## src/fal_pkg.sv

```systemverilog
// shared types and constants for the frame alignment lcm core
`timescale 1ns / 1ps
`default_nettype none
package fal_pkg;

	localparam int unsigned ALU_W = 21;

	localparam logic [6:0] ALIGN_BYTES_MAX = 7'd64;
	localparam logic [6:0] FRAME_ALIGN_MAX = 7'd64;
	localparam logic [8:0] FRAME_BYTES_MAX = 9'd256;
	localparam logic [4:0] LOG2_K_MAX      = 5'd31;

	typedef enum logic {
		ALU_ADD,
		ALU_SUB
	} alu_op_t;

	typedef struct packed {
		alu_op_t          op;
		logic [ALU_W-1:0] a;
		logic [ALU_W-1:0] b;
	} alu_req_t;

	typedef struct packed {
		logic [ALU_W-1:0] res;
		logic             cout;
		logic             zero;
	} alu_rsp_t;

	typedef struct packed {
		logic [8:0] frame_bytes;
		logic [6:0] frame_align;
		logic [6:0] align_bytes;
	} fal_arg_t;

	typedef struct packed {
		logic [4:0]  size_log2_ceil;
		logic [20:0] chunk_bytes;
		logic [12:0] align_frames;
	} fal_res_t;

	typedef struct packed {
		logic idle;
		logic res_valid;
	} fal_stat_t;

endpackage
`default_nettype wire

```

## src/fal_alu.sv

```systemverilog
// shared add / subtract unit with carry-out and zero flag
`timescale 1ns / 1ps
`default_nettype none
module fal_alu
	import fal_pkg::*;
(
	input  alu_req_t req,
	output alu_rsp_t rsp
);

	logic [ALU_W:0] full;

	always_comb begin
		unique case (req.op)
			ALU_ADD: full = {1'b0, req.a} + {1'b0, req.b};
			ALU_SUB: full = {1'b0, req.a} - {1'b0, req.b};
			default: full = '0;
		endcase
		rsp.res  = full[ALU_W-1:0];
		// on subtract this is the borrow: a < b
		rsp.cout = full[ALU_W];
		rsp.zero = (full[ALU_W-1:0] == '0);
	end

endmodule
`default_nettype wire

```

## src/fal_seq.sv

```systemverilog
// sequencer: gcd, division, shift-add multiply and log2 search on the shared alu
`timescale 1ns / 1ps
`default_nettype none
module fal_seq
	import fal_pkg::*;
(
	input  logic      clk,
	input  logic      arst_n,
	input  logic      start,
	input  fal_arg_t  arg,
	input  logic      res_take,
	output fal_stat_t stat,
	output fal_res_t  res
);

	typedef enum logic [3:0] {
		ST_IDLE,
		ST_GCD1,
		ST_DIV1,
		ST_GCD2,
		ST_DIV2,
		ST_MUL1,
		ST_MUL2,
		ST_LOG,
		ST_DONE
	} state_t;

	state_t      state_q;
	logic [6:0]  ba_q, fa_q, nfr_q;
	logic [8:0]  fb_q;
	logic [8:0]  x_q, y_q;
	logic [6:0]  rem_q, quo_q;
	logic [3:0]  cnt_q;
	logic [20:0] acc_q, mcand_q, pow_q;
	logic [8:0]  mplier_q;
	logic [4:0]  k_q;
	logic [12:0] frames_q;

	alu_req_t    req;
	alu_rsp_t    rsp;
	logic [6:0]  rsh;
	logic [6:0]  quo_nx, rem_nx;

	fal_alu u_alu (
		.req (req),
		.rsp (rsp)
	);

	// restoring division: bring down the next dividend bit
	assign rsh    = {rem_q[5:0], quo_q[6]};
	assign quo_nx = {quo_q[5:0], ~rsp.cout};
	assign rem_nx = rsp.cout ? rsh : rsp.res[6:0];

	always_comb begin
		req.op = ALU_ADD;
		req.a  = '0;
		req.b  = '0;
		unique case (state_q)
			ST_GCD1, ST_GCD2: begin
				req.op = ALU_SUB;
				req.a  = {12'd0, x_q};
				req.b  = {12'd0, y_q};
			end
			ST_DIV1, ST_DIV2: begin
				req.op = ALU_SUB;
				req.a  = {14'd0, rsh};
				req.b  = {14'd0, x_q[6:0]};
			end
			ST_MUL1, ST_MUL2: begin
				req.op = ALU_ADD;
				req.a  = acc_q;
				req.b  = mplier_q[0] ? mcand_q : '0;
			end
			ST_LOG: begin
				req.op = ALU_SUB;
				req.a  = pow_q;
				req.b  = acc_q;
			end
			default: begin
				req.op = ALU_ADD;
			end
		endcase
	end

	always_ff @(posedge clk or negedge arst_n) begin
		if (!arst_n) begin
			state_q  <= ST_IDLE;
			ba_q     <= '0;
			fa_q     <= '0;
			fb_q     <= '0;
			nfr_q    <= '0;
			x_q      <= '0;
			y_q      <= '0;
			rem_q    <= '0;
			quo_q    <= '0;
			cnt_q    <= '0;
			acc_q    <= '0;
			mcand_q  <= '0;
			mplier_q <= '0;
			pow_q    <= '0;
			k_q      <= '0;
			frames_q <= '0;
		end else begin
			unique case (state_q)
				ST_IDLE: begin
					if (start) begin
						ba_q    <= arg.align_bytes;
						fa_q    <= arg.frame_align;
						fb_q    <= arg.frame_bytes;
						x_q     <= arg.frame_bytes;
						y_q     <= {2'd0, arg.align_bytes};
						state_q <= ST_GCD1;
					end
				end
				ST_GCD1, ST_GCD2: begin
					// subtractive euclid, keep x >= y
					if (rsp.cout) begin
						x_q <= y_q;
						y_q <= x_q;
					end else if (rsp.zero) begin
						rem_q   <= '0;
						quo_q   <= (state_q == ST_GCD1) ? ba_q : fa_q;
						cnt_q   <= '0;
						state_q <= (state_q == ST_GCD1) ? ST_DIV1 : ST_DIV2;
					end else begin
						x_q <= rsp.res[8:0];
					end
				end
				ST_DIV1, ST_DIV2: begin
					rem_q <= rem_nx;
					quo_q <= quo_nx;
					if (cnt_q == 4'd6) begin
						cnt_q <= '0;
						if (state_q == ST_DIV1) begin
							nfr_q   <= quo_nx;
							x_q     <= {2'd0, quo_nx};
							y_q     <= {2'd0, fa_q};
							state_q <= ST_GCD2;
						end else begin
							acc_q    <= '0;
							mcand_q  <= {14'd0, nfr_q};
							mplier_q <= {2'd0, quo_nx};
							state_q  <= ST_MUL1;
						end
					end else begin
						cnt_q <= cnt_q + 4'd1;
					end
				end
				ST_MUL1, ST_MUL2: begin
					if (cnt_q == 4'd8) begin
						cnt_q <= '0;
						if (state_q == ST_MUL1) begin
							// lcm done, now scale by the frame size
							frames_q <= rsp.res[12:0];
							mcand_q  <= {8'd0, rsp.res[12:0]};
							mplier_q <= fb_q;
							acc_q    <= '0;
							state_q  <= ST_MUL2;
						end else begin
							acc_q   <= rsp.res;
							pow_q   <= 21'd1;
							k_q     <= '0;
							state_q <= ST_LOG;
						end
					end else begin
						acc_q    <= rsp.res;
						mcand_q  <= {mcand_q[19:0], 1'b0};
						mplier_q <= {1'b0, mplier_q[8:1]};
						cnt_q    <= cnt_q + 4'd1;
					end
				end
				ST_LOG: begin
					// borrow means pow < chunk
					if (rsp.cout && (k_q != LOG2_K_MAX)) begin
						pow_q <= {pow_q[19:0], 1'b0};
						k_q   <= k_q + 5'd1;
					end else begin
						state_q <= ST_DONE;
					end
				end
				ST_DONE: begin
					if (res_take) begin
						state_q <= ST_IDLE;
					end
				end
				default: begin
					state_q <= ST_IDLE;
				end
			endcase
		end
	end

	assign stat.idle          = (state_q == ST_IDLE);
	assign stat.res_valid     = (state_q == ST_DONE);
	assign res.align_frames   = frames_q;
	assign res.chunk_bytes    = acc_q;
	assign res.size_log2_ceil = k_q;

endmodule
`default_nettype wire

```

## src/frame_alignment_lcm_core.sv

```systemverilog
// top level: input clamp, sequencer and output register of the frame alignment lcm core
//
//  channel  | dir | tdata fields (lsb first)                                    | tuser
//  s_axis   | in  | align_bytes[6:0] frame_align[13:7] frame_bytes[22:14]       | -
//  m_axis   | out | align_frames[12:0] chunk_bytes[33:13] size_log2_ceil[38:34] | -
//
// one item at a time on the shared alu; an item holds the sequencer through both gcd loops,
// the two divisions, the two shift-add multiplies, the log2 search and the done state;
// s_tready is high only while the sequencer is idle
// a finished result sits in the output register so the next item can start while it waits
// arst_n clears the sequencer and the output valid; no clearing pass
`timescale 1ns / 1ps
`default_nettype none
module frame_alignment_lcm_core
	import fal_pkg::*;
(
	input  logic        clk,
	input  logic        arst_n,
	input  logic        s_tvalid,
	output logic        s_tready,
	input  logic [23:0] s_tdata,  // align_bytes, frame_align, frame_bytes, pad
	output logic        m_tvalid,
	input  logic        m_tready,
	output logic [39:0] m_tdata   // align_frames, chunk_bytes, size_log2_ceil, pad
);

	fal_arg_t  arg;
	fal_res_t  res;
	fal_stat_t stat;
	fal_res_t  out_q;
	logic      m_tvalid_q;
	logic      start;
	logic      res_take;
	logic [6:0] ba_in, fa_in;
	logic [8:0] fb_in;

	assign ba_in = s_tdata[6:0];
	assign fa_in = s_tdata[13:7];
	assign fb_in = s_tdata[22:14];

	// zero reads as one, above range saturates
	always_comb begin
		arg.align_bytes = (ba_in == '0) ? 7'd1 :
		                  (ba_in > ALIGN_BYTES_MAX) ? ALIGN_BYTES_MAX : ba_in;
		arg.frame_align = (fa_in == '0) ? 7'd1 :
		                  (fa_in > FRAME_ALIGN_MAX) ? FRAME_ALIGN_MAX : fa_in;
		arg.frame_bytes = (fb_in == '0) ? 9'd1 :
		                  (fb_in > FRAME_BYTES_MAX) ? FRAME_BYTES_MAX : fb_in;
	end

	assign s_tready = stat.idle;
	assign start    = s_tvalid & stat.idle;
	assign res_take = stat.res_valid & (~m_tvalid_q | m_tready);

	fal_seq u_seq (
		.clk      (clk),
		.arst_n   (arst_n),
		.start    (start),
		.arg      (arg),
		.res_take (res_take),
		.stat     (stat),
		.res      (res)
	);

	always_ff @(posedge clk or negedge arst_n) begin
		if (!arst_n) begin
			m_tvalid_q <= 1'b0;
			out_q      <= '0;
		end else begin
			if (res_take) begin
				m_tvalid_q <= 1'b1;
				out_q      <= res;
			end else if (m_tready) begin
				m_tvalid_q <= 1'b0;
			end
		end
	end

	assign m_tvalid = m_tvalid_q;
	assign m_tdata  = {1'b0, out_q.size_log2_ceil, out_q.chunk_bytes, out_q.align_frames};

endmodule
`default_nettype wire
```

## config.mk

```make
export PLATFORM = sky130hd
export DESIGN_NAME = frame_alignment_lcm_core
export DESIGN_NICKNAME = d
export VERILOG_FILES = /design/src/fal_pkg.sv /design/src/fal_alu.sv /design/src/fal_seq.sv /design/src/frame_alignment_lcm_core.sv
export SDC_FILE = /design/constraint.sdc
export NUM_CORES = 1
export LEC_CHECK = 0
export ABC_AREA = 1
export BUFFER_PORTS_ARGS = -buffer_cell sky130_fd_sc_hd__buf_4
export CAP_MARGIN = 25
export CORE_ASPECT_RATIO = 0.7
export CORE_MARGIN = 4
export CORE_UTILIZATION = 40
export CTS_BUF_LIST = sky130_fd_sc_hd__clkbuf_8
export CTS_CLUSTER_DIAMETER = 100
export DETAILED_ROUTE_END_ITERATION = 6
export GPL_TIMING_DRIVEN = 0
export PLACE_DENSITY = 0.6
export SYNTH_ARGS = -nofsm -noshare
export SYNTH_HDL_FRONTEND = slang
export SYNTH_SLANG_ARGS = --single-unit
export TNS_END_PERCENT = 30
```

## constraint.sdc

```tcl
create_clock -name clk -period 4.3 [get_ports clk]
set_input_delay 0.43 -clock clk [delete_from_list [all_inputs] [get_ports clk]]
set_output_delay 0.43 -clock clk [all_outputs]
set_load 0.005 [all_outputs]
```

Word-level counts from Yosys, hierarchy flattened. Cells that the tools add are included.

Word-level logic and storage cells: 155. Flip-flop bits (word level): 199. Output and inout port bits: 42.

Reduce and logical (&&, ||, !) cells: 27. Order comparisons: 3. Equal/unequal tests: 25. $add $sub $neg: 4. Bitwise logic cells: 6. Muxes and demuxes: 70.

Operators with widths (number): $mux W21 (12); $pmux W42 S4 (1); $mux W9 (15); $pmux W21 S2 (3); $pmux W9 S3 (2); $mux W7 (7); $mux W4 (11); $pmux W22 S2 (1); $pmux W4 S6 (1); $add A21 B21 Y22 (1); $sub A21 B21 Y22 (1); $logic_not A21 Y1 (1); $eq A4 B3 Y1 const B (5); $mux W6 (3); $pmux W9 S2 (1); $mux W5 (3); $reduce_and A3 Y1 (5); $gt A7 B7 Y1 const B (2); $logic_not A7 Y1 (2); $ne A2 B1 Y1 const B (7); $pmux W7 S2 (1); $pmux W4 S3 (1); $pmux W6 S2 (1); $ne A2 B2 Y1 const B (5); 25 further kinds (43).

Depth between registers and ports, before layout. Gate-level depths: netlist (run 1).

Depth after elaboration: 9. Gate-level depth with buffers: 36.

Modules after synthesis. From an unflattened synthesis (run 1), not the netlist that was laid out.

Cells, all modules: 1761. Area total of the unflattened synthesis: 11989.0 um2.

Modules (own cells, without submodules): fal_seq (area each 8130.3 um2, cells an instance 1106, instances 1); fal_alu (area each 2033.2 um2, cells an instance 412, instances 1); frame_alignment_lcm_core (area each 1825.5 um2, cells an instance 243, instances 1).

Worst setup path before layout (run 1). Ideal clock, no wire load.

Path kind: register to register. From: reg u_seq.state_q[0]. To: reg u_seq.rem_q[3]. Setup time: 0.120 ns. Buffers on the path: 2. Slack: 0.231 ns. Cell stages (with the launch flop): 33. Clock period less this slack: 4.069 ns. Data arrival time: 3.949 ns. Cells stage by stage: dfrtp_1 -> buf_4 -> nor2_2 -> inv_2 -> nand3_1 -> nand2_1 -> nor2_1 -> ha_1 -> nand2_1 -> nor2_1 -> nand2_1 -> inv_1 -> nand3_1 -> nand3b_1 -> nand2_1 -> nand2_1 -> xnor2_1 -> ha_1 -> a21o_1 -> o21bai_1 -> a21oi_1 -> nand3_1 -> nand2_1 -> nand2_1 -> nor2_1 -> nand2_1 -> nor2_1 -> nand3_1 -> nand2_1 -> nand2_2 -> buf_4 -> nand2_1 -> nand2_1.

Longest elaborated chain between the ends: 8. Elaborated cells between the ends (all ways): 24. Those cells by class: 2 x add/sub; 9 x eq/ne; 5 x mux; 1 x bitwise; 7 x reduce/logical.

Ends and longest elaborated chain: from (decl) (RTL line fal_seq.sv:28) `state_t state_q;`; from (signal assigned) (RTL line fal_seq.sv:124) `state_q <= (state_q == ST_GCD1) ? ST_DIV1 : ST_DIV2;`; $eq A4 B3 Y1 (tied with other cells) (RTL line fal_seq.sv:58) `unique case (state_q)`; $reduce_or A2 Y1 (tied with other cells) (RTL line fal_seq.sv:58); $pmux W42 S4 or $mux W1 (tied branches) (RTL line fal_seq.sv:58); $sub A21 B21 Y22 (tied with other cells) (RTL line fal_alu.sv:16) `ALU_SUB: full = {1'b0, req.a} - {1'b0, req.b};`; $pmux W22 S2 (RTL line fal_alu.sv:14) `unique case (req.op)`; $logic_not A21 Y1 (RTL line fal_alu.sv:22) `rsp.zero = (full[ALU_W-1:0] == '0);`; $ne A2 B1 Y1 (no source line); $reduce_and A3 Y1 (no source line); to (signal assigned) (RTL line fal_seq.sv:130) `rem_q <= rem_nx;`; to (decl) (RTL line fal_seq.sv:32) `logic [6:0] rem_q, quo_q;`.

Parallel ways exist; a longest one is shown, timed or not. A chain may end at the register's enable or synchronous reset.

Final worst setup path (run 1).
From: reg u_seq.state_q[1]. To: reg u_seq.x_q[2].

Longest elaborated chain between the ends: 8. Elaborated cells between the ends (all ways): 29. Those cells by class: 2 x add/sub; 11 x eq/ne; 6 x mux; 2 x bitwise; 8 x reduce/logical.

Ends and longest elaborated chain: $eq A4 B3 Y1 (tied with other cells) (RTL line fal_seq.sv:58); $reduce_or A2 Y1 (tied with other cells) (RTL line fal_seq.sv:58); $pmux W42 S4 or $mux W1 (tied branches) (RTL line fal_seq.sv:58); $sub A21 B21 Y22 (tied with other cells) (RTL line fal_alu.sv:16); $pmux W22 S2 (RTL line fal_alu.sv:14); $logic_not A21 Y1 or $mux W9 (tied branches) (RTL line fal_alu.sv:22, fal_seq.sv:120); $ne A3 B3 Y1 (no source line) or $mux W9 (tied branches); $reduce_and A5 Y1 (no source line) or $pmux W9 S3 (tied branches); to (signal assigned) (RTL line fal_seq.sv:110) `x_q <= arg.frame_bytes;`; to (signal assigned) (RTL line fal_seq.sv:118) `x_q <= y_q;`; to (signal assigned) (RTL line fal_seq.sv:126) `x_q <= rsp.res[8:0];`; to (decl) (RTL line fal_seq.sv:31) `logic [8:0] x_q, y_q;`.

Parallel ways exist; a longest one is shown, timed or not. The select of a mux whose other input is x is not followed.

==> results of run 1 <==
==> routing by layer <==
layer,global-route usage (%),vias up
li1,-,5324
met1,40.51,5515
met2,34.18,588
met3,5.889,59
met4,4.989,0
met5,0,-
==> cell families after synthesis <==
| kind of cell | count (synthesis) | synth area share (%) |
|---|---|---|
| fa+ha+maj | 28 | 3.121 |
| xor+xnor | 25 | 1.910 |
| simple gates | 726 | 27.00 |
| flops | 199 | 43.43 |
| mux | 13 | 1.266 |
| buf+inv | 237 | 8.402 |
| compound gates | 300 | 14.84 |
| other cells | 1 | 0.03271 |
==> sequential cells by signal, indices dropped and copies added (netlist names) <==
name / flops
u_seq.mcand_q: 21
u_seq.rem_q: 6
m_tdata: 39
u_seq.ba_q: 7
u_seq.pow_q: 21
u_seq.fb_q: 9
u_seq.y_q: 9
u_seq.x_q: 9
u_seq.fa_q: 7
m_tvalid: 1
u_seq.k_q: 5
u_seq.acc_q: 21
u_seq.frames_q: 13
u_seq.quo_q: 7
u_seq.mplier_q: 9
u_seq.cnt_q: 4
u_seq.state_q: 4
u_seq.nfr_q: 7
==> per-stage QoR <==
stage	cells	area, sq um	setup TNS, ps	util [%]
global placement	1967	12430	-44870	44.38
CTS	2052	13920	-1393	49.71
finish	2073	14580	-7108	52.03
global route	2072	14570	-25290	52.03
floorplan	1529	11470	0	-
detailed placement	1968	12470	-45910	44.51
==> final cells by class <==
class	instances	area [sq um]
Clock inverter	15	203.9
Fill cell	2674	13440
Timing Repair Buffer	137	1135
Sequential cell	199	4984
Clock buffer	17	234.0
Inverter	185	709.4
Tap cell	371	464.2
Antenna cell	1	2.502
Multi-Input combinational cell	1096	6496
Buffer	52	347.8
==> worst reg2reg max path: cells and delay by family (launching register included) <==
family          cells  cell delay (ps)
fa+ha+maj           1              370
compound gates      4              730
flops               1              490
xor+xnor            1              120
buf+inv             5              590
simple gates       18             2110
==> synth_stat cells, types with 2 or more instances <==
master	number
a21oi_1	39
a22o_1	3
a22oi_1	6
a31oi_1	2
a32o_1	2
and2_1	2
buf_1	3
buf_2	3
buf_4	4
buf_6	7
clkbuf_1	35
clkinv_1	3
dfrtp_1	199
ha_1	27
inv_1	173
inv_2	8
mux2_2	12
nand2_1	467
nand2_2	5
nand2_4	6
nand3_1	81
nand3_2	7
nand3b_1	13
nand4_1	14
nor2_1	99
nor2_2	11
nor2_4	2
nor3_1	13
nor4_1	2
o211ai_1	10
o21a_1	2
o21ai_0	136
o21ai_1	36
o21ai_2	2
o21ai_4	2
o221ai_1	6
o22ai_1	45
o31ai_1	5
or2_2	3
xnor2_1	10
xor2_1	15
==> worst max-delay path by stage <==
stage	start	endpoint	cells past startpoint
final	u_seq.state_q[1]	u_seq.x_q[2]	29
after CTS	u_seq.state_q[2]	u_seq.quo_q[4]	34
after detailed placement	u_seq.state_q[3]	u_seq.rem_q[3]	26
after global routing	u_seq.state_q[2]	u_seq.rem_q[2]	34
after floorplan	u_seq.state_q[0]	u_seq.rem_q[3]	32
after global placement	u_seq.state_q[2]	u_seq.rem_q[1]	26
==> repair_timing <==
item	in CTS	in global routing
setup buffers	48	18
cloned	3	2
endpoints found under the setup margin	70	96
hold endpoints to repair	80	0
pin swaps	45	71
gates resized for setup	166	120
hold buffers	1	0
==> reports/qor.yml, run 1 <==
outcome: "finished, violations left"
violations: "setup timing"
dp_hpwl_mm: 29.40
cts_sinks: 199
seq_area_frac_synth_pct: 43.43
r2r_cells: 29
yosysTopAreaCell: "dfrtp_1"
synth.area.top_cells: "dfrtp_1 (43%), nand2_1 (15%), o21ai_0 (5.9%)"
r2r_start: "u_seq.state_q[1]"
routedWlPerCell_microns: 19.31
overflow: 0
min_period_over_period_pct: 104.1
yosys_warnings: 0
reg2reg_to: "u_seq.x_q[2]"
syn-cell-area_sq_um: 11470
cp_slowest_cell: "dfrtp_2"
grt_pass1_vias: 10730
cp_max_fo: 8
cap_violations: 0
cpMostUsedCell: "nand2_1"
grt_use_total_pct: 25.21
io_pins: 70
synth_edf_count: 0
core-area_sq_um: 28010
routed_via_density: 5.541
drtIter0Drc: 1708
ys_types: 50
arrival_ps: 4920
hold_path_depth: 2
grt_pass1_wl_mm: 61.65
fmax_ghz: 0.2235
wirelength_mm: 40.04
finalMaxSlewViolations: 0
portBuffers: 67
final_common_cell: "nand2_1"
topRoutingLayerUsed: "met4"
clock_latency_ps: 510
place_ws_ps: -1100
clock-root-buffer: "clkbuf_8"
max_slew_margin_pct: 43.93
r2r_setup_slack_ps: -180
synth_top_cell_area_share_pct: 43.43
syn_nets: 1585
initial_core_util_pct: 40.93
die_x_microns: 210.4
die-area_sq_um: 31480
syn_area_per_cell_sq_um: 7.499
numCtsBuffers: 17
max_stage_delay_ps: 490
h-tree-depth: 4
tightest_slew_ps: 838.2
finalClockSkew_ps: 28.43
place.gp.congestion: 0.9448
num_vias: 11490
hold_viol: 0
antenna_found_initial: 0
hp-class: "input port to register"
min_to: "u_seq.fa_q[5]"
ys_async_sr_fraction_pct: 100.0
clk_pin_slew_worst_paths_ps: 120
rsz0062_at_grt: "yes"
critPathLaunchType: "register"
drive_gt1_share_pct: 24.04
crit_family: "simple AND/OR/NAND/NOR gates"
critPathBufInv: 5
drt-met1-wl_mm: 18.67
syn-instance-count: 1529
required_ps: 4750
wl_met3_mm: 4.779
routed-wl-met2_mm: 15.90
die_h_microns: 149.7
worstSetupPathType: "register to register"
synth_flop_cell: "dfrtp_1"
setup_ws_ps: -175.2
cts_tree: "yes"
drtPass1Iterations: 5
cp-end-kind: "register"
grt_start_max_net_pins: 120
setup_violations: 64
final_antenna_net_count: 0
cts_buffer_depth: 2
syn_to_final_growth_pct: 27.13
rows: 51
layout_common_cells: "nand2_1 (405), dfrtp_1 (196), inv_1 (164)"
holdWs_ps: 147.6
hp-start: "s_tdata[12]"
period_needed_ps: 4475
drc: 0
synth-seq-cells: 199
nets: 1744
Power of run 1 is not shown: default switching activity piles up to over one toggle a cycle in this logic, so the estimate is an artifact.
==> inputs of run 2 (changes only) <==
Settings changed: CORE_ASPECT_RATIO 0.7 to not set.
==> run 2 against run 1 <==
The flow still finishes with violations (setup timing). Via count down 3.0%. Worst hold slack got worse by 12 ps. Clock skew increased by 8.8 ps. Non-clock buffer count is 16 lower. Utilization fell by 1.0 points. Largest cell class unchanged. Highest routed layer unchanged.
==> reports/qor.yml, run 2 (same netlist as run 1, synthesis figures left out) <==
cts_sinks: 199  # unchanged
clock_latency_ps: 510  # about the same
dp_hpwl_mm: 28.77  # -2.1%
r2r_setup_slack_ps: -150  # +30 ps
grt_pass1_vias: 10770  # +0.39%
place.gp.congestion: 0.9709  # +2.8%
setup_violations: 53  # -17%
critPathLaunchType: "register"
drtIter0Drc: 1149  # -33%
largest_reg_flops: 39  # unchanged
routedWlPerCell_microns: 18.76  # -2.9%
reg2reg_to: "u_seq.rem_q[1]"
period_needed_ps: 4446  # -29.70 ps
arrival_ps: 4830  # -90 ps
fmax_ghz: 0.2249  # +0.67%
required_ps: 4680  # -70 ps
cts_tree: "yes"
cp_slowest_cell: "dfrtp_1"
diodes: 0  # -1
violations: "setup timing"
r2r_cells: 33  # +14%
die_x_microns: 177.3  # -16%
grt_start_max_net_pins: 117  # -2.5%
rsz0062_at_grt: "yes"
initial_core_util_pct: 40.93  # about the same
routed_via_density: 5.402  # -2.5%
core-area_sq_um: 28010  # about the same
cp_max_fo: 7  # -1
final_common_cell: "nand2_1"
worstSetupPathType: "register to register"
min_period_over_period_pct: 103.4  # -0.69 points
syn_to_final_growth_pct: 24.56
setup_ws_ps: -145.5  # +29.71 ps
cpMostUsedCell: "nand2_2"
grt_pass1_wl_mm: 60.01  # -2.7%
clock-root-buffer: "clkbuf_8"
cts_buffer_depth: 2  # unchanged
final_antenna_net_count: 0  # unchanged
tightest_slew_ps: 815.1  # -23.08 ps
layout_common_cells: "nand2_1 (416), dfrtp_1 (196), inv_1 (164)"
drive_gt1_share_pct: 22.86  # -1.2 points
clk_pin_slew_worst_paths_ps: 130  # about the same
r2r_start: "u_seq.state_q[0]"
rows: 61  # +20%
h-tree-depth: 4  # unchanged
hp-start: "s_tdata[8]"
finalClockSkew_ps: 37.20  # +8.770 ps
overflow: 0  # unchanged
finalMaxSlewViolations: 0  # unchanged
num_vias: 11140  # -3.0%
die-area_sq_um: 31440  # -0.14%
hp-class: "input port to register"
wirelength_mm: 38.67  # -3.4%
antenna_found_initial: 0  # unchanged
nets: 1727  # -0.97%
numCtsBuffers: 17  # unchanged
max_stage_delay_ps: 390  # -100 ps
cap_violations: 0  # unchanged
die_h_microns: 177.3  # +18%
portBuffers: 67  # unchanged
max_slew_margin_pct: 45.48  # +1.5 points
grt_use_total_pct: 24.40  # -0.81 points
drc: 0  # unchanged
setup_tns_ps: -3533  # +3575 ps
drtPass1Iterations: 7  # +2
hold_viol: 0  # unchanged
cp-end-kind: "register"
hold_path_depth: 3  # +1
outcome: "finished, violations left"
min_to: "u_seq.fa_q[1]"
io_pins: 70  # unchanged
==> run 2: cell count changes in the layout (fill, tap and decap cells not counted), sizes merged <==
cell    change
clkinv      +1
nand2       -1
diode       -1
buf        -16
inv         -1
==> run 2: repair_timing <==
action | CTS | global route
endpoints found under the hold margin | 83 | 0
setup endpoints to repair | 68 | 96
cloned | 2 | 1
pin swaps | 31 | 52
buffers inserted | 36 | 14
hold buffers | 1 | 0
gates resized for setup | 106 | 147
==> run 2: how the worst max path moves through the flow <==
| stage | slack (ps) | startpoint | to | cells after the start |
|---|---|---|---|---|
| after floorplan | 230 | u_seq.state_q[0] | u_seq.rem_q[3] | 32 |
| after global placement | -1030 | u_seq.state_q[0] | u_seq.quo_q[2] | 33 |
| after detailed placement | -1030 | u_seq.state_q[2] | u_seq.quo_q[3] | 26 |
| after CTS | -150 | u_seq.state_q[0] | u_seq.rem_q[3] | 35 |
| after global routing | -360 | u_seq.state_q[0] | u_seq.rem_q[3] | 32 |
| final | -150 | u_seq.state_q[0] | u_seq.rem_q[1] | 33 |
==> run 2: stage by stage <==
stage	cell area [sq um]	setup WS [ps]	utilization (%)	hold slack, ps	instances
after floorplan	11470	230.7	-	134.4	1529
after global placement	12440	-1034	44.42	452.9	1974
after detailed placement	12480	-1030	44.54	458.7	1975
after CTS	13590	-145.6	48.53	128.3	2046
after global routing	14280	-359.8	50.99	123.8	2062
final	14280	-145.5	50.99	135.9	2062
==> run 2: final cells by class <==
type                            count  area, sq um
Tap cell                          378        473.0
Timing Repair Buffer              121        958.4
Fill cell                        2747        13730
Clock inverter                     15        222.7
Buffer                             52        334.1
Multi-Input combinational cell   1095         6364
Inverter                          185        713.2
Sequential cell                   199         4984
Clock buffer                       17        234.0
==> run 2: critical path, delay by kind of cell (launching register included) <==
kind                     cells  cell delay (ps)
AND/OR/NAND/NOR             25             2780
buffers and inverters        5              530
XOR/XNOR                     1              160
adder cells (fa/ha/maj)      2              470
flip-flops                   1              390
==> run 2: metal layers <==
| metal | GRT usage, % | part of all wire [%] |
|---|---|---|
| met1 | 32.11 | 41 |
| met2 | 41.01 | 48 |
| met3 | 2.833 | 6.8 |
| met4 | 10.18 | 4.3 |
| met5 | 0 | 0 |
Power of run 2 is left out for the same reason.
